--- config.mk ---
export PLATFORM = sky130hd
export DESIGN_NAME = msh_div
export DESIGN_NICKNAME = d
export VERILOG_FILES = /design/src/rtl/core/msh_pkg.sv /design/src/rtl/core/msh_div.sv
export SDC_FILE = /design/constraint.sdc
export NUM_CORES = 2
export LEC_CHECK = 0
export BUFFER_PORTS_ARGS = -buffer_cell sky130_fd_sc_hd__buf_2
export CAP_MARGIN = 20
export CORE_AREA = 2 2 316 552
export DETAILED_ROUTE_END_ITERATION = 7
export DIE_AREA = 0 0 318 554
export GPL_TIMING_DRIVEN = 1
export PLACE_DENSITY = 0.76
export SLEW_MARGIN = 20
export SYNTH_ARGS = -nofsm -noshare
export SYNTH_HDL_FRONTEND = slang
export SYNTH_SLANG_ARGS = --single-unit
--- constraint.sdc ---
create_clock -name aclk -period 29 [get_ports aclk]
set_input_delay 4.35 -clock aclk [delete_from_list [all_inputs] [get_ports aclk]]
set_output_delay 4.35 -clock aclk [all_outputs]
set_load 0.02 [all_outputs]
--- src/rtl/core/msh_pkg.sv ---
// Shared widths, register and mode codes, and inter-stage types for the
// distortion shaper pipeline. No dependencies.
package msh_pkg;

    localparam int unsigned SAMPLE_W   = 16;
    localparam int unsigned OUT_W      = 18;
    localparam int unsigned AMOUNT_W   = 16;
    localparam int unsigned MODE_W     = 2;
    localparam int unsigned CFG_IDX_W  = 2;
    localparam int unsigned CFG_DATA_W = 16;
    localparam int unsigned S_TDATA_W  = 16;
    localparam int unsigned M_TDATA_W  = 24;

    localparam int unsigned CUBE_W     = 48;
    localparam int unsigned TUBE_W     = 34;
    localparam int unsigned WPROD_W    = 40;
    localparam int unsigned DEN_W      = 39;
    localparam int unsigned NUM_SHIFT  = 14;
    localparam int unsigned REM_W      = WPROD_W + NUM_SHIFT;
    localparam int unsigned QUOT_W     = 16;
    localparam int unsigned RES_W      = 20;

    typedef logic [MODE_W-1:0] mode_t;
    typedef logic signed [RES_W-1:0] res_t;

    localparam mode_t MODE_SOFT = 2'd0;
    localparam mode_t MODE_TUBE = 2'd1;
    localparam mode_t MODE_WAVE = 2'd2;

    localparam logic [CFG_IDX_W-1:0] REG_SHAPE_MODE   = 2'd0;
    localparam logic [CFG_IDX_W-1:0] REG_SHAPE_AMOUNT = 2'd1;

    localparam mode_t                MODE_RESET   = MODE_SOFT;
    localparam logic [AMOUNT_W-1:0]  AMOUNT_RESET = 16'd256;

    localparam logic signed [SAMPLE_W-1:0] SAMPLE_MIN = 16'sh8000;

    typedef struct packed {
        mode_t                 mode;
        logic [AMOUNT_W-1:0]   amount;
    } cfg_t;

    typedef struct packed {
        logic                  neg;
        logic [WPROD_W-1:0]    prod;
        logic [DEN_W-1:0]      den;
    } wave_ops_t;

    typedef struct packed {
        mode_t                       mode;
        logic signed [SAMPLE_W-1:0]  x;
        logic signed [CUBE_W-1:0]    x3;
        logic signed [TUBE_W-1:0]    tn;
        wave_ops_t                   ops;
    } front_t;

    typedef struct packed {
        mode_t      mode;
        res_t       alt;
        wave_ops_t  ops;
    } poly_t;

    typedef struct packed {
        mode_t               mode;
        res_t                alt;
        logic                neg;
        logic [REM_W-1:0]    rem;
        logic [DEN_W-1:0]    den;
        logic [QUOT_W-1:0]   q;
    } divs_t;

endpackage

--- src/rtl/core/msh_div.sv ---
// Pipelined restoring divider for the waveshaper quotient: one quotient bit
// per stage, with the polynomial result riding alongside. Uses msh_pkg.
module msh_div (
    input  logic            aclk,
    input  logic            aresetn,
    input  logic            in_valid,
    output logic            in_ready,
    input  msh_pkg::poly_t  in_data,
    output logic            out_valid,
    input  logic            out_ready,
    output msh_pkg::divs_t  out_data
);

    localparam int NST = msh_pkg::QUOT_W;

    msh_pkg::divs_t stage_reg  [NST];
    msh_pkg::divs_t stage_in   [NST];
    msh_pkg::divs_t stage_next [NST];
    logic [msh_pkg::REM_W:0] dsh [NST];

    logic [NST-1:0] valid_reg, valid_next, valid_in, adv;

    always_comb begin
        for (int k = 0; k < NST; k++) begin
            adv[k] = out_ready || ((valid_reg | NST'((1 << k) - 1)) != '1);
        end
        valid_in   = {valid_reg[NST-2:0], in_valid};
        valid_next = (adv & valid_in) | (~adv & valid_reg);
    end

    always_comb begin
        stage_in[0].mode = in_data.mode;
        stage_in[0].alt  = in_data.alt;
        stage_in[0].neg  = in_data.ops.neg;
        stage_in[0].rem  = {in_data.ops.prod, {msh_pkg::NUM_SHIFT{1'b0}}};
        stage_in[0].den  = in_data.ops.den;
        stage_in[0].q    = '0;
        for (int k = 1; k < NST; k++) begin
            stage_in[k] = stage_reg[k-1];
        end
        for (int k = 0; k < NST; k++) begin
            stage_next[k] = stage_in[k];
            dsh[k] = {{(msh_pkg::REM_W + 1 - msh_pkg::DEN_W){1'b0}}, stage_in[k].den}
                     << (NST - 1 - k);
            if ({1'b0, stage_in[k].rem} >= dsh[k]) begin
                stage_next[k].rem          = stage_in[k].rem - dsh[k][msh_pkg::REM_W-1:0];
                stage_next[k].q[NST-1-k]   = 1'b1;
            end
        end
    end

    always_ff @(posedge aclk) begin
        if (!aresetn) begin
            valid_reg <= '0;
        end else begin
            valid_reg <= valid_next;
        end
    end

    always_ff @(posedge aclk) begin
        for (int k = 0; k < NST; k++) begin
            if (adv[k]) begin
                stage_reg[k] <= stage_next[k];
            end
        end
    end

    assign in_ready  = adv[0];
    assign out_valid = valid_reg[NST-1];
    assign out_data  = stage_reg[NST-1];

endmodule

Yosys cells after proc, flatten, opt, wreduce, memory -nomap -nowiden

Memories as Yosys holds them, arrays and structs flattened.
Index checks and enable logic that the tools add are counted.

Flip-flop bits (word level): 16
Bits in writable memories: 2,112
Bits of input ports: 106
Output and inout port bits: 134
Word-level logic and storage cells: 134
Memories kept: 1

Memories:

| memory    | words | width | rd ports | clocked after memory_dff | write ports | line          | source |
|---|---|---|---|---|---|---|---|
| stage_reg | 16    | 132   | 16       | 0                        | 16          | msh_div.sv:16 | `msh_pkg::divs_t stage_reg [NST];` |

Add/subtract/negate cells: 16
$lt $le $gt $ge: 16
Equality and inequality tests: 15
Multiplexer cells: 64
Bitwise gates (word level): 5
Reductions and logical operators: 16

Operators with widths:

| operator                       | count |
|---|---|
| two-way mux 54 bit             | 16 |
| >= comparator 54 x 39 -> 1 bit | 1 |
| >= comparator 54 x 40 -> 1 bit | 1 |
| >= comparator 54 x 41 -> 1 bit | 1 |
| >= comparator 54 x 42 -> 1 bit | 1 |
| >= comparator 54 x 43 -> 1 bit | 1 |
| >= comparator 54 x 44 -> 1 bit | 1 |
| >= comparator 54 x 45 -> 1 bit | 1 |
| >= comparator 54 x 46 -> 1 bit | 1 |
| >= comparator 54 x 47 -> 1 bit | 1 |
| >= comparator 54 x 48 -> 1 bit | 1 |
| >= comparator 54 x 49 -> 1 bit | 1 |
| >= comparator 54 x 50 -> 1 bit | 1 |
| >= comparator 54 x 51 -> 1 bit | 1 |
| >= comparator 54 x 52 -> 1 bit | 1 |
| >= comparator 54 x 53 -> 1 bit | 1 |
| >= comparator 54 bit           | 1 |
| subtractor 54 x 39 -> 54 bit   | 1 |
| subtractor 54 x 40 -> 54 bit   | 1 |
| subtractor 54 x 41 -> 54 bit   | 1 |
| subtractor 54 x 42 -> 54 bit   | 1 |
| subtractor 54 x 43 -> 54 bit   | 1 |
| subtractor 54 x 44 -> 54 bit   | 1 |
| subtractor 54 x 45 -> 54 bit   | 1 |
| other kinds (30)               | 93 |

Longest topological paths before layout

Word-level depth: 5
Mapped depth: 16
Mapped depth without buffers: 15

Least setup slack after synthesis

Ideal clock, no wire load.

Kind: in2out
Start: input out_ready
End: output in_ready
Arrival: 11.105 ns
Path slack: 13.545 ns
Stages: 11
Buffers on the path: 0
Cell sequence: nor2b_1 > and2_1 > inv_1 > nor2_1 > and2_1 > and3_1 > and3_1 > and3_1 > and2_1 > and3_1 > nand2_1

Longest elaborated chain between the ends: 1

Ends and longest elaborated chain:

| element          | line          | source |
|---|---|---|
| start, declared  | msh_div.sv:10 | `input logic out_ready,` |
| logical OR 1 bit | msh_div.sv:25 | `adv[k] = out_ready \|\| ((valid_reg \| NST'((1 << k) - 1)) != '1);` |
| end, declared    | msh_div.sv:7  | `output logic in_ready,` |

Every way passes these cells.

Final worst setup path

Ends and elaborated chain as after synthesis.

==> metrics <==
adder and majority gate portion of the synthesized area=0.07945; CTS buffer count=177; area of the multi-input gates=41780 µm²; pre-CTS setup slack=16030 ps; core footprint=171300 µm²; Die Wd=318 µm; Layout area overhead=8.709%; starting density of the core=0.5973; largest family of logic cells by synthesized area=compound AO/OA/AOI/OAI gates; Synth Instances=9166; CTS max path bufs=4; Congestion Overflow GR=0; max FFs per register=1873; Post-synth EDFFs=1873; RR Endpoint=stage_reg[0][613]; CP max stage cell=and2_1; first-pass GRT wire length=387700 µm; max cap viols=0; # fillers=12839; post-synth top area share=0.5498; min-delay worst type=reg -> reg; CP endpoint kind=output port; DR vias=70174; Post-synth top cells=1873 x edfxtp_1, 850 x a21oi_1, 794 x inv_1, 705 x nand2_1, 624 x ha_1; CTS H-tree depth=4; global-route usage over all layers=0.2838; Area contributors post-synth=edfxtp_1 55%, ha_1 7.6%, a21oi_1 4.2%, xnor2_1 3.2%, a21o_1 2.9%; ratio of cells with drive above 1 in the final layout=0.08129; top_reg_cell synth=edfxtp_1; Nets=10093; gpl congestion=0.9710; DRT Wirelength=251600 µm; pin slew with the least headroom to its limit=1298 ps; Worst EP required=24650 ps; Detailed Place HPWL=199300 µm; launch point of the worst reg-to-reg path=stage_reg[0][464]; initial antenna violation count=4; Sink Count=1889; Final setup viols=0; setup TNS=0 ps; Max Fanout on Critical Path=70; leakage=0.04582 µW; register area share after synthesis=0.5529; die height=554 µm; row cnt=201; Startpoint Class=primary input; DRT Pass-1 Iters=8; r2r setup slk=23610 ps; via count of the first global-routing pass=73917; crit-path max cell delay=450 ps; Hold Crit Depth=0; IO Pins=240; Synth Area in Compound Gates=0.1482; post-cts resize count=0; mux cell area share after synthesis=0.01528; post-route antenna net violation count=0; IR drop worst, VDD=0.05430 mV; CTS tree=done; number of remaining DRC errors=10; final slew viol count=0; Yosys reg bits=1889; CP endpoint=in_ready; Die ar.=176200 µm²; fin crit share=0.4475; cells on worst reg2reg path=13; hold_ws=400.4 ps; Final min period=12980 ps; routed len/inst=21.49 µm; RSZ-0062 raised after global routing=false; Post-CTS Setup Bufs=0; syn_nets=9912; worst setup path class=in -> out; CTS Root Cell=clkbuf_16; xor and xnor area share after synthesis=0.05719; most common cell in the netlist=edfxtp_1; Synth warnings=0; Via density=5.994; status=complete, but fails checks; Post-Syn Area=102300 µm²; Reg clk slew, reported paths=70 ps; syn_area_per_cell=11.16 µm²; post-synth top area cell=edfxtp_1; crit path cell chain=buf_2 > nor2b_1 > and2_1 > inv_6 > nor2_1 > and2_1 > and3_1 > and3_1 > and3_1 > and2_1 > and3_1 > nand2_4 > buf_2; worst skew pair latency=830 ps; Layout Skew=57.33 ps; failing checks=DRC; cell mode on critical path=and3_1; Worst Path Arrival=8630 ps; sequential cell area=56560 µm²; I/O Buffers=239; final worst slack=16020 ps; fraction of synthesis flops using an asynchronous set or reset pin=0; Synth Area in Simple Gates=0.1061; Hold Vio Cnt, Final=0; power per cell area=107.3 nW/µm²; Initial DRC Count=3875; Synth cell types=92; fmax=0.07706 GHz; relative slew slack=0.1268; pin count of the biggest net entering global routing=96; Post-CTS Hold Fix Bufs=0; worst setup path startpoint=out_ready
cell usage in the layout, fill, tap and decap left out, types with 290 or more instances in the layout:
cell type	netlist	final
edfxtp_1	1873	1873
a21oi_1	850	848
inv_1	794	785
nand2_1	705	697
ha_1	624	624
o21ai_0	580	580
nor2_1	576	574
a21o_1	400	399
xnor2_1	378	378
xor2_1	290	290
report_power, final:
part / internal [µW] / total (µW) / switching, µW / leakage (µW)
Sequential: 3990 / 4400 / 408 / 0.0197
Combinational: 2150 / 5330 / 3180 / 0.0235
Clock: 1240 / 2210 / 970 / 0.00262
Total: 7370 / 11900 / 4560 / 0.0458
routing by layer:
| metal | share of wire | global-route usage | wire length [µm] | vias to the layer above |
|---|---|---|---|---|
| met4 | 0.10 | 0.2573 | 25890 | 0 |
| met5 | 0 | 0 | 0 | - |
| met1 | 0.28 | 0.2038 | 69450 | 33489 |
| met3 | 0.026 | 0.02684 | 6541 | 918 |
| li1 | - | - | - | 33863 |
| met2 | 0.60 | 0.6087 | 149800 | 1904 |
cell type report:
cell class	instances	area share
diodes	2	0.00004500
clock inverters	77	0.005997
well taps	2233	0.02512
repair buffers	299	0.01503
flip-flops and latches	1889	0.5086
inverters	798	0.02718
clock buffers	227	0.04226
multi-input cells	6182	0.3757
stage by stage:
| stage | power [µW] | instances | cell area (µm²) | util |
|---|---|---|---|---|
| 3_5_place_dp | 9657 | 11401 | 105800 | 0.6179 |
| 2_1_floorplan | 8195 | 9166 | 102300 | - |
| 4_1_cts | 11880 | 11705 | 111200 | 0.6493 |
| 5_1_grt | 12630 | 11706 | 111200 | 0.6493 |
| 6_report | 11930 | 11707 | 111200 | 0.6493 |
| 3_3_place_gp | 9505 | 11401 | 105800 | 0.6179 |
worst min path at each step:
stage                      startpoint            endpoint
global route        stage_reg[1][121]   stage_reg[1][253]
global placement    stage_reg[1][791]   stage_reg[1][923]
finish              stage_reg[1][120]   stage_reg[1][252]
floorplan           stage_reg[0][901]  stage_reg[0][1033]
CTS                 stage_reg[1][120]   stage_reg[1][252]
detailed placement  stage_reg[0][903]  stage_reg[0][1035]
logic make-up after synthesis:
kind of cell | after synthesis
buffers and inverters | 1095
adder cells (fa/ha/maj) | 640
multiplexers | 139
AO/OA/AOI/OAI | 2464
XOR/XNOR | 668
AND/OR/NAND/NOR | 2271
flip-flops | 1889
critical path, delay by kind of cell:
family                 cells  cell delay, ps
AND/OR/NAND/NOR           10            3600
buffers and inverters      3             640
Power figures use the tool's default switching activity.
