<file path="src/rtl/core/msh_pkg.sv">
// Shared widths, register and mode codes, and inter-stage types for the
// distortion shaper pipeline. No dependencies.
package msh_pkg;

    localparam int unsigned SAMPLE_W   = 16;
    localparam int unsigned OUT_W      = 18;
    localparam int unsigned AMOUNT_W   = 16;
    localparam int unsigned MODE_W     = 2;
    localparam int unsigned CFG_IDX_W  = 2;
    localparam int unsigned CFG_DATA_W = 16;
    localparam int unsigned S_TDATA_W  = 16;
    localparam int unsigned M_TDATA_W  = 24;

    localparam int unsigned CUBE_W     = 48;
    localparam int unsigned TUBE_W     = 34;
    localparam int unsigned WPROD_W    = 40;
    localparam int unsigned DEN_W      = 39;
    localparam int unsigned NUM_SHIFT  = 14;
    localparam int unsigned REM_W      = WPROD_W + NUM_SHIFT;
    localparam int unsigned QUOT_W     = 16;
    localparam int unsigned RES_W      = 20;

    typedef logic [MODE_W-1:0] mode_t;
    typedef logic signed [RES_W-1:0] res_t;

    localparam mode_t MODE_SOFT = 2'd0;
    localparam mode_t MODE_TUBE = 2'd1;
    localparam mode_t MODE_WAVE = 2'd2;

    localparam logic [CFG_IDX_W-1:0] REG_SHAPE_MODE   = 2'd0;
    localparam logic [CFG_IDX_W-1:0] REG_SHAPE_AMOUNT = 2'd1;

    localparam mode_t                MODE_RESET   = MODE_SOFT;
    localparam logic [AMOUNT_W-1:0]  AMOUNT_RESET = 16'd256;

    localparam logic signed [SAMPLE_W-1:0] SAMPLE_MIN = 16'sh8000;

    typedef struct packed {
        mode_t                 mode;
        logic [AMOUNT_W-1:0]   amount;
    } cfg_t;

    typedef struct packed {
        logic                  neg;
        logic [WPROD_W-1:0]    prod;
        logic [DEN_W-1:0]      den;
    } wave_ops_t;

    typedef struct packed {
        mode_t                       mode;
        logic signed [SAMPLE_W-1:0]  x;
        logic signed [CUBE_W-1:0]    x3;
        logic signed [TUBE_W-1:0]    tn;
        wave_ops_t                   ops;
    } front_t;

    typedef struct packed {
        mode_t      mode;
        res_t       alt;
        wave_ops_t  ops;
    } poly_t;

    typedef struct packed {
        mode_t               mode;
        res_t                alt;
        logic                neg;
        logic [REM_W-1:0]    rem;
        logic [DEN_W-1:0]    den;
        logic [QUOT_W-1:0]   q;
    } divs_t;

endpackage

</file>
<file path="src/rtl/core/msh_out.sv">
// Output end: rounds and signs the waveshaper quotient, selects the curve by
// mode, saturates to Q3.14 and holds the result register. Uses msh_pkg.
module msh_out (
    input  logic                                 aclk,
    input  logic                                 aresetn,
    input  logic                                 in_valid,
    output logic                                 in_ready,
    input  msh_pkg::divs_t                       in_data,
    output logic                                 out_valid,
    input  logic                                 out_ready,
    output logic signed [msh_pkg::OUT_W-1:0]     out_sample
);

    localparam int NST = 2;

    localparam msh_pkg::res_t OUT_MAX = 20'sd131071;
    localparam msh_pkg::res_t OUT_MIN = -20'sd131072;

    typedef struct packed {
        msh_pkg::mode_t  mode;
        msh_pkg::res_t   alt;
        msh_pkg::res_t   wres;
    } o1_t;

    o1_t                                o1_reg, o1_next;
    logic signed [msh_pkg::OUT_W-1:0]   o2_reg, o2_next;

    logic [NST-1:0]             valid_reg, valid_next, valid_in, adv;
    logic                       rnd;
    logic [msh_pkg::QUOT_W:0]   wq;
    msh_pkg::res_t              wmag, sel;

    function automatic logic signed [msh_pkg::OUT_W-1:0] saturate(msh_pkg::res_t v);
        msh_pkg::res_t c;
        if (v > OUT_MAX) begin
            c = OUT_MAX;
        end else if (v < OUT_MIN) begin
            c = OUT_MIN;
        end else begin
            c = v;
        end
        return c[msh_pkg::OUT_W-1:0];
    endfunction

    always_comb begin
        for (int k = 0; k < NST; k++) begin
            adv[k] = out_ready || ((valid_reg | NST'((1 << k) - 1)) != '1);
        end
        valid_in   = {valid_reg[NST-2:0], in_valid};
        valid_next = (adv & valid_in) | (~adv & valid_reg);
    end

    always_comb begin
        rnd  = {in_data.rem[msh_pkg::DEN_W-1:0], 1'b0} >= {1'b0, in_data.den};
        wq   = {1'b0, in_data.q} + {{msh_pkg::QUOT_W{1'b0}}, rnd};
        wmag = $signed({{(msh_pkg::RES_W - msh_pkg::QUOT_W - 1){1'b0}}, wq});
        o1_next.mode = in_data.mode;
        o1_next.alt  = in_data.alt;
        o1_next.wres = in_data.neg ? -wmag : wmag;
    end

    always_comb begin
        sel     = (o1_reg.mode == msh_pkg::MODE_WAVE) ? o1_reg.wres : o1_reg.alt;
        o2_next = saturate(sel);
    end

    always_ff @(posedge aclk) begin
        if (!aresetn) begin
            valid_reg <= '0;
        end else begin
            valid_reg <= valid_next;
        end
    end

    always_ff @(posedge aclk) begin
        if (adv[0]) begin
            o1_reg <= o1_next;
        end
        if (adv[1]) begin
            o2_reg <= o2_next;
        end
    end

    assign in_ready   = adv[0];
    assign out_valid  = valid_reg[NST-1];
    assign out_sample = o2_reg;

endmodule
</file>
<file path="config.mk">
export PLATFORM = sky130hd
export DESIGN_NAME = msh_out
export DESIGN_NICKNAME = d
export VERILOG_FILES = /design/src/rtl/core/msh_pkg.sv /design/src/rtl/core/msh_out.sv
export SDC_FILE = /design/constraint.sdc
export NUM_CORES = 1
export LEC_CHECK = 0
export ABC_AREA = 1
export BUFFER_PORTS_ARGS = -buffer_cell sky130_fd_sc_hd__buf_2
export CAP_MARGIN = 25
export CORE_MARGIN = 2
export CORE_UTILIZATION = 30
export DETAILED_ROUTE_END_ITERATION = 7
export GPL_ROUTABILITY_DRIVEN = 0
export PLACE_DENSITY_LB_ADDON = 0.1
export SLEW_MARGIN = 20
export SYNTH_ARGS = -nofsm -noshare
export SYNTH_HDL_FRONTEND = slang
export SYNTH_SLANG_ARGS = --single-unit
export TNS_END_PERCENT = 5
</file>
<file path="constraint.sdc">
create_clock -name aclk -period 5.4 [get_ports aclk]
set_input_delay 0.27 -clock aclk [delete_from_list [all_inputs] [get_ports aclk]]
set_output_delay 0.27 -clock aclk [all_outputs]
set_load 0.05 [all_outputs]
</file>
After elaboration in Yosys (flattened, before gate mapping)
Index checks and enable logic that the tools add are counted.
{"block": "totals", "elab_cells": 23, "out_inout_bits": 20, "ram_bits": 0, "mem_count": 0, "in_bits": 136, "regBits": 62, "latch_bits": 0, "mem_bits_ro": 0}
{"block": "op_classes", "add_sub_neg": 2, "div_mod_pow": 0, "muxes": 3, "order_cmp": 3, "shift": 0, "mul": 0, "n_eq_ne": 2, "n_reduce_logical": 2, "bitwise_logic": 5}
{"op": "$ge 40x39->1", "n": 1}
{"op": "$gt 20x18->1 const B", "n": 1}
{"op": "$lt 20x18->1 const B", "n": 1}
{"op": "$mux 20", "n": 1}
{"op": "$neg 17->20", "n": 1}
{"op": "$mux 18", "n": 1}
{"op": "$add 16x1->17", "n": 1}
{"op": "$mux 17", "n": 1}
{"op": "$and 2x2->2", "n": 2}
{"op": "$eq 2x2->1 const B", "n": 1}
{"op": "$logic_or 1x1->1", "n": 2}
{"op": "$ne 2x2->1 const B", "n": 1}
{"op": "$not 2->2", "n": 1}
{"op": "$or 2x2->2", "n": 1}
{"op": "$not 1->1", "n": 1}

Logic depth before layout (Yosys ltp)
{"block": "logic_depth", "word_depth": 5, "ltp_mapped": 27, "ltp_nobuf": 27}

Worst setup path before layout
OpenSTA, ideal clock, no wires.
{"block": "synth_path", "path_kind": "reg-to-reg", "startpoint": "register (tool-made name)", "endpoint": "register o1_reg[0] (netlist bit), enable pin", "setup_ns": 0.802, "slack_ns": 2.497, "required_ns": 4.598, "path_buffers": 0, "period_less_slack_ns": 2.903, "arrival_time_ns": 2.101, "path_stages_with_launch": 2, "cell_sequence": "dfxtp_1 nand3_1"}
{"element": "to (signal assigned)", "line": "msh_out.sv:77", "source": "o1_reg <= o1_next;"}
{"element": "to (decl)", "line": "msh_out.sv:25", "source": "o1_t o1_reg, o1_next;"}

==> results.json <==
{
  "ys_seq_area_share_pct": 43.3,
  "vias": 3692,
  "wl_um": 10000,
  "hp-class": "input pin to flip-flop",
  "path_clk_slew_ps": 50,
  "path_max_fanout": 7,
  "rsz0062_at_grt": "no",
  "clock_path_buffers": 2,
  "drtAntennaViolNets": 0,
  "p_int_mw": 1.04,
  "root_buffer": "clkbuf_16",
  "ys_ff_latch": 62,
  "drv_cap": 0,
  "cts_buffers": 9,
  "synthArstFlopShare_pct": 0,
  "h-tree-depth": 3,
  "drt_iter0_drc": 165,
  "cp-end-kind": "flip-flop",
  "drive_above_1_share_pct": 30.1,
  "required_ps": 5480,
  "final_nets": 810,
  "crit_end": "o1_reg[15]$_DFFE_PN_",
  "maxSlewHeadroom_pct": 46.0,
  "core_um2": 13900,
  "yosysWarnings": 0,
  "netSwitchingFraction_pct": 28.6,
  "io_pins": 156,
  "largest_reg_flops": 42,
  "pre_cts_slack_ps": 1950,
  "synthesis.instances": 489,
  "power.density_nw_per_um2": 268,
  "route.detailed.drc": 0,
  "synth_nets": 666,
  "num_antenna_cells": 0,
  "synth_area_per_cell_um2": 8.69,
  "ff2ff_setup_slack_ps": 3040,
  "syn_to_final_growth_pct": 27.8,
  "dp_hpwl_um": 7990,
  "initial_core_util_pct": 30.6,
  "outcome": "finished, final reports clean",
  "synth_area_um2": 4250,
  "max-vdd-ir-drop_v": 0.000160,
  "worstMarginPinSlew_ps": 808,
  "hold_viol": 0,
  "cp-start-kind": "input pin",
  "die_h_um": 123,
  "cts_tree": "done",
  "synth_flop_cell": "edfxtp_1",
  "path_class": "input pin to flip-flop",
  "cp.arrival_ps": 3220,
  "r2r_start": "o1_reg[41]$_DFFE_PN_",
  "cts_hold_buffers": 0,
  "fin_crit_sh_pct": 58.1,
  "setup_viol": 0,
  "io_buffer_count": 140,
  "grt-ovfl-total": 0,
  "wl_per_cell_um": 12.3,
  "grt_max_degree": 45,
  "rows": 43,
  "regToRegEndpoint": "out_sample[10]$_SDFFCE_PN1P_",
  "tns_ps": 0,
  "synth-edff-count": 60,
  "clkPwrFrac_pct": 37.2,
  "cts.sink_count": 62,
  "seqPwrFrac_pct": 41.4,
  "postCtsSetupBuffers": 0,
  "synth_cell_types": 32,
  "max_freq_ghz": 0.319,
  "grt_use_total_pct": 13.9,
  "grt_pass1_wl_um": 16700,
  "dr.pass1.iters": 4,
  "drv_slew": 0,
  "vias_per_cell": 4.51,
  "die-area_um2": 15100,
  "setup_slack_ps": 2260,
  "crit_start": "in_data[54]",
  "fillers": 1447,
  "die_x_um": 123,
  "antenna_found_initial": 0,
  "p_leak_nw": 2.72,
  "clock_latency_ps": 330,
  "p_switching_mw": 0.416,
  "ctsResizeCount": 0,
  "combPwrFrac_pct": 21.5,
  "post-route-min-period_ps": 3140,
  "grt_pass1_vias": 3678,
  "reg2reg_depth": 5,
  "fin_skew_ps": 4.47
}
[worst max-delay path, cell delays in order]
cell     delay (ps)
buf_2            80
inv_1            30
ha_1            260
inv_1            40
nor2_1           80
nand3_1          70
inv_1            80
nand4_1          80
inv_1           100
nand2_1          70
nor3_1          230
nand2_1          80
nand3_1         100
ha_1            220
ha_1            250
nand2_2         110
nor2_4          190
nand2_2          90
nand2_4          90
nand3_2         100
nor2_4          160
nand3_2         100
nand2_4         100
nand3_1          70
nand2_1         100
inv_1            50
[cell usage after synthesis, types with 2 or more instances]
library cell  instances  area [um2]
nor2_4                4        45.0
ha_1                 41         513
nor3_1                2        10.0
edfxtp_1             60        1800
nand2_2              13        81.3
nor2_1               20        75.1
o21ai_0              42         210
inv_2                 2        7.51
nor2_2                6        37.5
xor2_1                9        78.8
o211ai_1              4        30.0
nand3b_1              2        15.0
dfxtp_1               2        40.0
nand4_1              15        93.8
o21bai_1              2        15.0
nand2_1              87         327
mux2i_1               2        20.0
clkbuf_1              4        15.0
clkbuf_2              2        10.0
a21oi_1              39         195
inv_1                88         330
o21ai_2               2        17.5
nand2_4               3        33.8
nand3_2               5        50.1
nand3_1              25         125
xnor2_1               2        17.5
[cell usage in the layout, fill, tap and decap left out, types with 13 or more instances in the layout]
| cell | Yosys | final |
|---|---|---|
| buf_2 | 0 | 140 |
| inv_1 | 88 | 88 |
| nand2_1 | 87 | 87 |
| edfxtp_1 | 60 | 60 |
| o21ai_0 | 42 | 42 |
| ha_1 | 41 | 41 |
| a21oi_1 | 39 | 39 |
| nand3_1 | 25 | 24 |
| nor2_1 | 20 | 20 |
| nand4_1 | 15 | 15 |
| nand2_2 | 13 | 13 |
[power by group through the flow]
stage	logic (mW)	clock network (mW)	registers, mW
final	0.313	0.541	0.602
after global routing	0.356	0.570	0.606
after CTS	0.318	0.551	0.603
after detailed placement	0.317	0	0.612
after global placement	0.311	0	0.611
after floorplan	0.138	0	0.683
[how the worst min path moves through the flow]
stage / slack (ps) / endpoint / cells past startpoint / from
global placement: 450 / flip-flop / 2 / flip-flop
finish: 120 / o1_reg[21]$_DFFE_PN_ / 1 / in_data[111]
CTS: 110 / o1_reg[20]$_DFFE_PN_ / 1 / in_data[110]
floorplan: 370 / o1_reg[20]$_DFFE_PN_ / 0 / in_data[110]
global route: 110 / o1_reg[21]$_DFFE_PN_ / 1 / in_data[111]
detailed placement: 450 / o1_reg[37]$_DFFE_PN_ / 1 / in_data[127]
[cells by family after synthesis]
family                     count (synthesis)  share of synthesized area, %
DFF                                       62                          43.3
xor gates and xnor gates                  11                          2.27
and+or+nand+nor                          184                          21.6
adders and majority gates                 41                          12.1
buffers and inverters                     98                          8.80
AOI/OAI and AO/OA                         91                          11.4
muxes                                      2                         0.471
[metrics by stage]
stage / area (um2) / hold WS, ps / cells / total power [mW] / utilization [%]
finish: 5430 / 116 / 818 / 1.46 / 39.1
global route: 5430 / 110 / 818 / 1.53 / 39.1
CTS: 5430 / 109 / 818 / 1.47 / 39.1
detailed placement: 5150 / 448 / 802 / 0.929 / 37.1
global placement: 5150 / 446 / 802 / 0.922 / 37.1
floorplan: 4250 / 369 / 489 / 0.821 / -
[metal layers]
metal,routed length [um],global-route usage (%),share of wire [%],vias to the layer above
met4,201,5.61,2.0,0
met2,4680,23.7,47,90
met1,4720,17.9,47,1656
li1,-,-,-,1931
met5,0,0,0,-
met3,431,1.80,4.3,15
[area by class of cell]
type	count	area, um2	area share, %
multi-input combinational	329	2040	37.5
inverter	90	338	6.22
clock buffer	9	225	4.15
clock inverter	7	55.1	1.01
timing repair buffer	141	708	13.0
tap	180	225	4.15
sequential	62	1840	33.9
Power figures use the tool's default switching activity.
