===== src/rtl/core/msh_pkg.sv =====
// Shared widths, register and mode codes, and inter-stage types for the
// distortion shaper pipeline. No dependencies.
package msh_pkg;

    localparam int unsigned SAMPLE_W   = 16;
    localparam int unsigned OUT_W      = 18;
    localparam int unsigned AMOUNT_W   = 16;
    localparam int unsigned MODE_W     = 2;
    localparam int unsigned CFG_IDX_W  = 2;
    localparam int unsigned CFG_DATA_W = 16;
    localparam int unsigned S_TDATA_W  = 16;
    localparam int unsigned M_TDATA_W  = 24;

    localparam int unsigned CUBE_W     = 48;
    localparam int unsigned TUBE_W     = 34;
    localparam int unsigned WPROD_W    = 40;
    localparam int unsigned DEN_W      = 39;
    localparam int unsigned NUM_SHIFT  = 14;
    localparam int unsigned REM_W      = WPROD_W + NUM_SHIFT;
    localparam int unsigned QUOT_W     = 16;
    localparam int unsigned RES_W      = 20;

    typedef logic [MODE_W-1:0] mode_t;
    typedef logic signed [RES_W-1:0] res_t;

    localparam mode_t MODE_SOFT = 2'd0;
    localparam mode_t MODE_TUBE = 2'd1;
    localparam mode_t MODE_WAVE = 2'd2;

    localparam logic [CFG_IDX_W-1:0] REG_SHAPE_MODE   = 2'd0;
    localparam logic [CFG_IDX_W-1:0] REG_SHAPE_AMOUNT = 2'd1;

    localparam mode_t                MODE_RESET   = MODE_SOFT;
    localparam logic [AMOUNT_W-1:0]  AMOUNT_RESET = 16'd256;

    localparam logic signed [SAMPLE_W-1:0] SAMPLE_MIN = 16'sh8000;

    typedef struct packed {
        mode_t                 mode;
        logic [AMOUNT_W-1:0]   amount;
    } cfg_t;

    typedef struct packed {
        logic                  neg;
        logic [WPROD_W-1:0]    prod;
        logic [DEN_W-1:0]      den;
    } wave_ops_t;

    typedef struct packed {
        mode_t                       mode;
        logic signed [SAMPLE_W-1:0]  x;
        logic signed [CUBE_W-1:0]    x3;
        logic signed [TUBE_W-1:0]    tn;
        wave_ops_t                   ops;
    } front_t;

    typedef struct packed {
        mode_t      mode;
        res_t       alt;
        wave_ops_t  ops;
    } poly_t;

    typedef struct packed {
        mode_t               mode;
        res_t                alt;
        logic                neg;
        logic [REM_W-1:0]    rem;
        logic [DEN_W-1:0]    den;
        logic [QUOT_W-1:0]   q;
    } divs_t;

endpackage


===== src/rtl/core/msh_front.sv =====
// Front end of the shaper: input register and the multiplier stages that form
// x^2, x^3, the tube polynomial and the waveshaper operands. Uses msh_pkg.
module msh_front (
    input  logic                             aclk,
    input  logic                             aresetn,
    input  msh_pkg::cfg_t                    cfg,
    input  logic                             in_valid,
    output logic                             in_ready,
    input  logic signed [msh_pkg::SAMPLE_W-1:0] in_sample,
    output logic                             out_valid,
    input  logic                             out_ready,
    output msh_pkg::front_t                  out_data
);

    localparam int NST = 3;

    typedef struct packed {
        msh_pkg::mode_t                        mode;
        logic signed [msh_pkg::SAMPLE_W-1:0]   x;
        logic [msh_pkg::SAMPLE_W-1:0]          m;
        logic signed [msh_pkg::AMOUNT_W:0]     amn;
        logic [msh_pkg::AMOUNT_W+6:0]          a7;
    } st1_t;

    typedef struct packed {
        msh_pkg::mode_t                        mode;
        logic signed [msh_pkg::SAMPLE_W-1:0]   x;
        logic [msh_pkg::SAMPLE_W-1:0]          m;
        logic [30:0]                           x2;
        logic [30:0]                           m2;
        logic [23:0]                           ma;
        logic signed [33:0]                    lin;
    } st2_t;

    st1_t             st1_reg, st1_next;
    st2_t             st2_reg, st2_next;
    msh_pkg::front_t  st3_reg, st3_next;

    logic [NST-1:0]   valid_reg, valid_next, valid_in, adv;

    logic [msh_pkg::SAMPLE_W-1:0] raw;
    logic signed [31:0]           sq_x;
    logic [31:0]                  sq_m;
    logic signed [33:0]           lin;
    logic signed [47:0]           cube;
    logic [39:0]                  wprod;
    logic signed [40:0]           den_full;

    always_comb begin
        for (int k = 0; k < NST; k++) begin
            adv[k] = out_ready || ((valid_reg | NST'((1 << k) - 1)) != '1);
        end
        valid_in   = {valid_reg[NST-2:0], in_valid};
        valid_next = (adv & valid_in) | (~adv & valid_reg);
    end

    always_comb begin
        raw           = in_sample;
        st1_next.mode = cfg.mode;
        st1_next.x    = in_sample;
        st1_next.m    = raw[msh_pkg::SAMPLE_W-1] ? (~raw + 16'd1) : raw;
        st1_next.amn  = $signed({1'b0, cfg.amount}) - 17'sd256;
        st1_next.a7   = {cfg.amount, 7'b0};
    end

    always_comb begin
        sq_x          = st1_reg.x * st1_reg.x;
        sq_m          = st1_reg.m * st1_reg.m;
        lin           = st1_reg.amn * $signed({1'b0, st1_reg.m});
        st2_next.mode = st1_reg.mode;
        st2_next.x    = st1_reg.x;
        st2_next.m    = st1_reg.m;
        st2_next.x2   = sq_x[30:0];
        st2_next.m2   = sq_m[30:0];
        st2_next.ma   = {8'b0, st1_reg.m} + {1'b0, st1_reg.a7};
        st2_next.lin  = lin;
    end

    always_comb begin
        cube     = $signed({1'b0, st2_reg.x2}) * st2_reg.x;
        wprod    = st2_reg.m * st2_reg.ma;
        den_full = $signed({10'b0, st2_reg.m2})
                 + $signed({st2_reg.lin, 7'b0})
                 + 41'sd1073741824;
        st3_next.mode     = st2_reg.mode;
        st3_next.x        = st2_reg.x;
        st3_next.x3       = cube;
        st3_next.tn       = $signed({3'b0, st2_reg.x2})
                          + $signed({{3{st2_reg.x[15]}}, st2_reg.x, 15'b0});
        st3_next.ops.neg  = st2_reg.x[msh_pkg::SAMPLE_W-1];
        st3_next.ops.prod = wprod;
        st3_next.ops.den  = den_full[msh_pkg::DEN_W-1:0];
    end

    always_ff @(posedge aclk) begin
        if (!aresetn) begin
            valid_reg <= '0;
        end else begin
            valid_reg <= valid_next;
        end
    end

    always_ff @(posedge aclk) begin
        if (adv[0]) begin
            st1_reg <= st1_next;
        end
        if (adv[1]) begin
            st2_reg <= st2_next;
        end
        if (adv[2]) begin
            st3_reg <= st3_next;
        end
    end

    assign in_ready  = adv[0];
    assign out_valid = valid_reg[NST-1];
    assign out_data  = st3_reg;

endmodule


===== config.mk =====
export PLATFORM = sky130hd
export DESIGN_NAME = msh_front
export DESIGN_NICKNAME = d
export VERILOG_FILES = /design/src/rtl/core/msh_pkg.sv /design/src/rtl/core/msh_front.sv
export SDC_FILE = /design/constraint.sdc
export NUM_CORES = 2
export LEC_CHECK = 0
export CORE_MARGIN = 1.5
export CORE_UTILIZATION = 65
export DETAILED_ROUTE_END_ITERATION = 10
export DONT_BUFFER_PORTS = 1
export PLACE_DENSITY = 0.79
export SLEW_MARGIN = 20
export SYNTH_ARGS = -nofsm -noshare
export SYNTH_HDL_FRONTEND = slang
export SYNTH_SLANG_ARGS = --single-unit

===== constraint.sdc =====
create_clock -name aclk -period 9.3 [get_ports aclk]
set_input_delay 1.86 -clock aclk [delete_from_list [all_inputs] [get_ports aclk]]
set_output_delay 1.86 -clock aclk [all_outputs]
set_load 0.005 [all_outputs]

### After elaboration in Yosys (flattened, before gate mapping)

Cells that the tools add are included.

* flip-flop bits (word level): 402
* input bits: 38
* output and inout port bits: 182
* word-level logic and storage cells: 44

* add/sub/neg operators: 6
* multipliers: 5
* equality and inequality tests: 2
* multiplexer cells: 1
* bitwise operators: 6
* reduce and logical (&&, ||, !) cells: 3

Operators with widths (count)
* 16-bit by 16-bit multiplier with 31-bit output: 2
* 32-bit by 16-bit multiplier with 48-bit output: 1
* 16-bit by 24-bit multiplier with 40-bit output: 1
* 32-bit by 39-bit adder with 39-bit output: 1
* 39-bit by 32-bit adder with 39-bit output, second input constant: 1
* 32-bit by 31-bit adder with 33-bit output: 1
* 17-bit by 17-bit multiplier with 32-bit output: 1
* 16-bit by 23-bit adder with 24-bit output: 1
* 16-bit by 9-bit subtractor with 17-bit output, second input constant: 1
* 16-bit by 1-bit adder with 16-bit output, second input constant: 1
* 16-bit NOT: 1
* 15-bit 2-to-1 mux: 1
* 3-bit bitwise AND: 2
* 1-bit logical OR: 3
* 3-bit != test, second input constant: 1
* 3-bit NOT: 1
* 3-bit bitwise OR: 1
* 2-bit != test, second input constant: 1
* 1-bit NOT: 1

### Longest topological paths before layout

* word-level depth: 5
* gate-level depth with buffers: 27
* mapped depth without buffers: 25

### Worst setup path before layout

Ideal clock, no wire load.

* path kind: reg2reg
* start: register st1_reg[48] in the netlist's numbering
* end: register st2_reg[87] in the netlist's numbering, data pin
* setup time: 0.258 ns
* arrival: 6.316 ns
* data required time: 9.042 ns
* path slack: 2.726 ns
* stages on the path, launching flop included: 26
* buffers on the path: 2
* period minus slack after synthesis: 6.574 ns
* cells stage by stage: edfxtp_1 > clkbuf_1 > clkbuf_1 > nand2_1 > inv_1 > fa_1 > inv_1 > fa_1 > inv_1 > fa_1 > inv_1 > fa_1 > fa_1 > fa_1 > inv_1 > ha_1 > a2111oi_0 > o31ai_1 > a21oi_2 > o22ai_1 > o41ai_2 > o21ai_1 > o41a_1 > a21o_1 > a21oi_2 > xnor2_1

* cells in the longest elaborated chain, start to end: 1

Ends and longest elaborated chain
* start: declaration: RTL line msh_front.sv:35 `st1_t st1_reg, st1_next;`
* start signal: assignment: RTL line msh_front.sv:105 `st1_reg <= st1_next;`
* 16-bit by 16-bit multiplier with 31-bit output: RTL line msh_front.sv:68 `sq_m = st1_reg.m * st1_reg.m;`
* net sq_m[29]: RTL line msh_front.sv:43 `logic [31:0] sq_m;`
* end signal: assignment: RTL line msh_front.sv:108 `st2_reg <= st2_next;`
* end: declaration: RTL line msh_front.sv:36 `st2_t st2_reg, st2_next;`

The timed path passes the listed nets, and every way through them passes these cells.
A chain may end at the register's enable or synchronous reset.

### Final worst setup path

* start: register st2_reg[138] in the netlist's numbering
* end: register st3_reg (netlist bit out_data[161]), data pin

* cells in the longest elaborated chain, start to end: 1

Ends and longest elaborated chain
* 32-bit by 16-bit multiplier with 48-bit output: RTL line msh_front.sv:80 `cube = $signed({1'b0, st2_reg.x2}) * st2_reg.x;`
* net cube[47]: RTL line msh_front.sv:45 `logic signed [47:0] cube;`
* end signal: assignment: RTL line msh_front.sv:111 `st3_reg <= st3_next;`
* end: declaration: RTL line msh_front.sv:37 `msh_pkg::front_t st3_reg, st3_next;`

The timed path passes the listed nets, and every way through them passes these cells.

==> results.ini <==
[synth]
yosysTopAreaCellShare_pct = 40.2
synth-main-ff-cell = edfxtp_1
syn_area_um2 = 67900
synthDistinctLibCells = 79
yosysWarnings = 0
synth_cells = 6930
synthArstFlopShare_pct = 0
synth.avg_cell_area_um2 = 9.80
yosysSeqAreaShare_pct = 16.4
ys_top_cells_by_area = fa_1 40%, edfxtp_1 16%, ha_1 11%
synth_enable_flop_cells = 369
yosys.area.top_type = fa_1
synth-seq-cells = 372

[clocking]
clock_sinks = 372
cts_root_buf = clkbuf_16
clockBufferDepth = 3
clk_latency_ps = 660
cts_hold_buf = 0
postCtsSetupBuffers = 0
clkTransAtPathRegs_ps = 60
cts_resized = 0
cts_tree = done
htreeDepth = 2
cts_buffers = 46

[place]
pre_cts_slack_ps = 1920
io_buffers = 0
place_congestion = 0.936
dpl_cell_area_um2 = 69200
dp_hpwl_um = 129000

[drt]
via_per_inst = 5.65
dr_total_vias = 46400
wl_per_cell_um = 19.9
ant_nets = 0
drt_pre_antenna_iters = 5
drc_errors = 0
drt_iter0_drc = 3352
wl_um = 163000

[setup_path]
r2r_slack_ps = 1750
crit_type = flop to flop
reg2reg_depth = 23
rr_endpoint = out_data[161]$_DFFE_PP_
r2r_start = st2_reg[138]$_DFFE_PN_
cp_max_fo = 19
cp-start-kind = flop
cp-startpoint = st2_reg[138]$_DFFE_PN_
worstPathRequired_ps = 9690
critPathCapture = out_data[161]$_DFFE_PP_
cp-end-kind = flop
cp_data_arrival_time_ps = 7940

[final_layout]
fillers = 7681
fin_nets = 8799
mostFrequentLayoutCell = inv_1
layout_common_cells = 1748 x inv_1, 1362 x fa_1, 844 x nand2_1, 602 x ha_1, 540 x and2_1
utilization_pct = 68.4
fin_area_um2 = 70800
synthToLayoutAreaGrowth_pct = 4.25
largest_register_ffs = 171
drive_gt1_share_pct = 2.56

[floorplan]
std_cell_rows = 118
fp.coreArea_um2 = 103000
start_util_pct = 65.6
fp.dieH_um = 326
io_pins = 220
dieArea_um2 = 106000
fp.dieW_um = 326

[timing]
final-setup-viol-count = 0
period_needed_ps = 7550
hold_violations = 0
slew_headroom_pct = 30.6
worstMarginPinSlew_ps = 1040
fin_crit_sh_pct = 81.2
rsz0062_at_grt = false
fin_tns_setup_ps = 0
drv_slew = 0
finalWorstSetupSlack_ps = 1750
max_freq_mhz = 132
clock_skew_ps = 23.1

[grt]
grt_pass1_wl_um = 267000
grt_max_degree = 113
grt_pass1_vias = 50600
antenna_found_initial = 7
grt-ovfl-total = 0
grtUsageTotal_pct = 32.0

[hold_path]
hold_class = flop to flop

[job]
cap_violations = 0

[outcome]
status = finished, final reports clean

## layout make-up
cell class | count | area, um2 | area share (%)
diodes | 1 | 2.50 | 0.00353
clock buffers | 48 | 1180 | 1.67
clock inverters | 37 | 410 | 0.580
inverters | 1750 | 6580 | 9.29
multi-input cells | 4566 | 49300 | 69.6
flip-flops and latches | 372 | 11100 | 15.7
well taps | 1380 | 1730 | 2.44
repair buffers | 61 | 465 | 0.657
## metrics by stage
stage / hold slack, ps / std cells
global route: 424 / 8214
floorplan: 400 / 6938
detailed placement: 406 / 8128
finish: 418 / 8215
CTS: 421 / 8213
global placement: 403 / 8128
## critical path: stages (launching register included)
cell       delay [ps]
edfxtp_1          790
buf_4             410
ha_1              320
inv_1              90
fa_1              500
fa_1              480
fa_1              550
inv_1              60
fa_1              450
fa_1              510
inv_1              50
fa_1              470
inv_1              40
ha_1              250
a21oi_1           180
o221ai_1          160
a21oi_1           200
and3b_1           210
a2111oi_0         420
nand2_1           280
a211oi_1          420
o31ai_1           140
a21oi_1           200
xnor2_1           100
## routing by layer
| layer | global-route usage, % | share of wire [%] | up-vias |
|---|---|---|---|
| met4 | 10.7 | 3.5 | 10 |
| li1 | - | - | 20500 |
| met1 | 41.7 | 39 | 23500 |
| met2 | 52.2 | 48 | 2035 |
| met3 | 8.89 | 10 | 403 |
| met5 | 0 | 0.056 | - |
## cells in the mapped netlist (16+ instances only)
| cell type | count |
|---|---|
| inv_1 | 1749 |
| fa_1 | 1362 |
| nand2_1 | 845 |
| ha_1 | 602 |
| and2_1 | 540 |
| edfxtp_1 | 369 |
| clkbuf_1 | 238 |
| nor2_1 | 192 |
| xnor2_1 | 192 |
| a21oi_1 | 161 |
| a21o_1 | 89 |
| o21ai_0 | 87 |
| xor2_1 | 68 |
| nand2b_1 | 42 |
| nand3_1 | 39 |
| o21a_1 | 37 |
| nor2b_1 | 34 |
| and3_1 | 27 |
| nor3_1 | 19 |
| o21bai_1 | 19 |
| a31oi_1 | 16 |
## how the worst min path moves through the flow
| stage | startpoint | endpoint | slack (ps) | depth (start not counted) |
|---|---|---|---|---|
| CTS | st2_reg[64]$_DFFE_PN_ | out_data[6]$_DFFE_PP_ | 420 | 0 |
| global placement | st2_reg[63]$_DFFE_PN_ | out_data[5]$_DFFE_PP_ | 400 | 0 |
| floorplan | st2_reg[152]$_DFFE_PN_ | out_data[178]$_DFFE_PP_ | 400 | 0 |
| detailed placement | st2_reg[62]$_DFFE_PN_ | out_data[4]$_DFFE_PP_ | 410 | 0 |
| global route | st2_reg[62]$_DFFE_PN_ | out_data[4]$_DFFE_PP_ | 420 | 0 |
| finish | st2_reg[64]$_DFFE_PN_ | out_data[6]$_DFFE_PP_ | 420 | 0 |
## kinds of logic after synthesis
family / share of synthesized area (%)
compound gates: 5.16
fa+ha+maj: 51.2
simple gates: 12.7
mux: 0.0461
xor+xnor: 3.35
flops: 16.4
other cells: 0.0111
buf+inv: 11.1
Power is left out: the tool's default activity adds up to more than one toggle a clock period on the data nets, which glitch-free logic cannot reach.
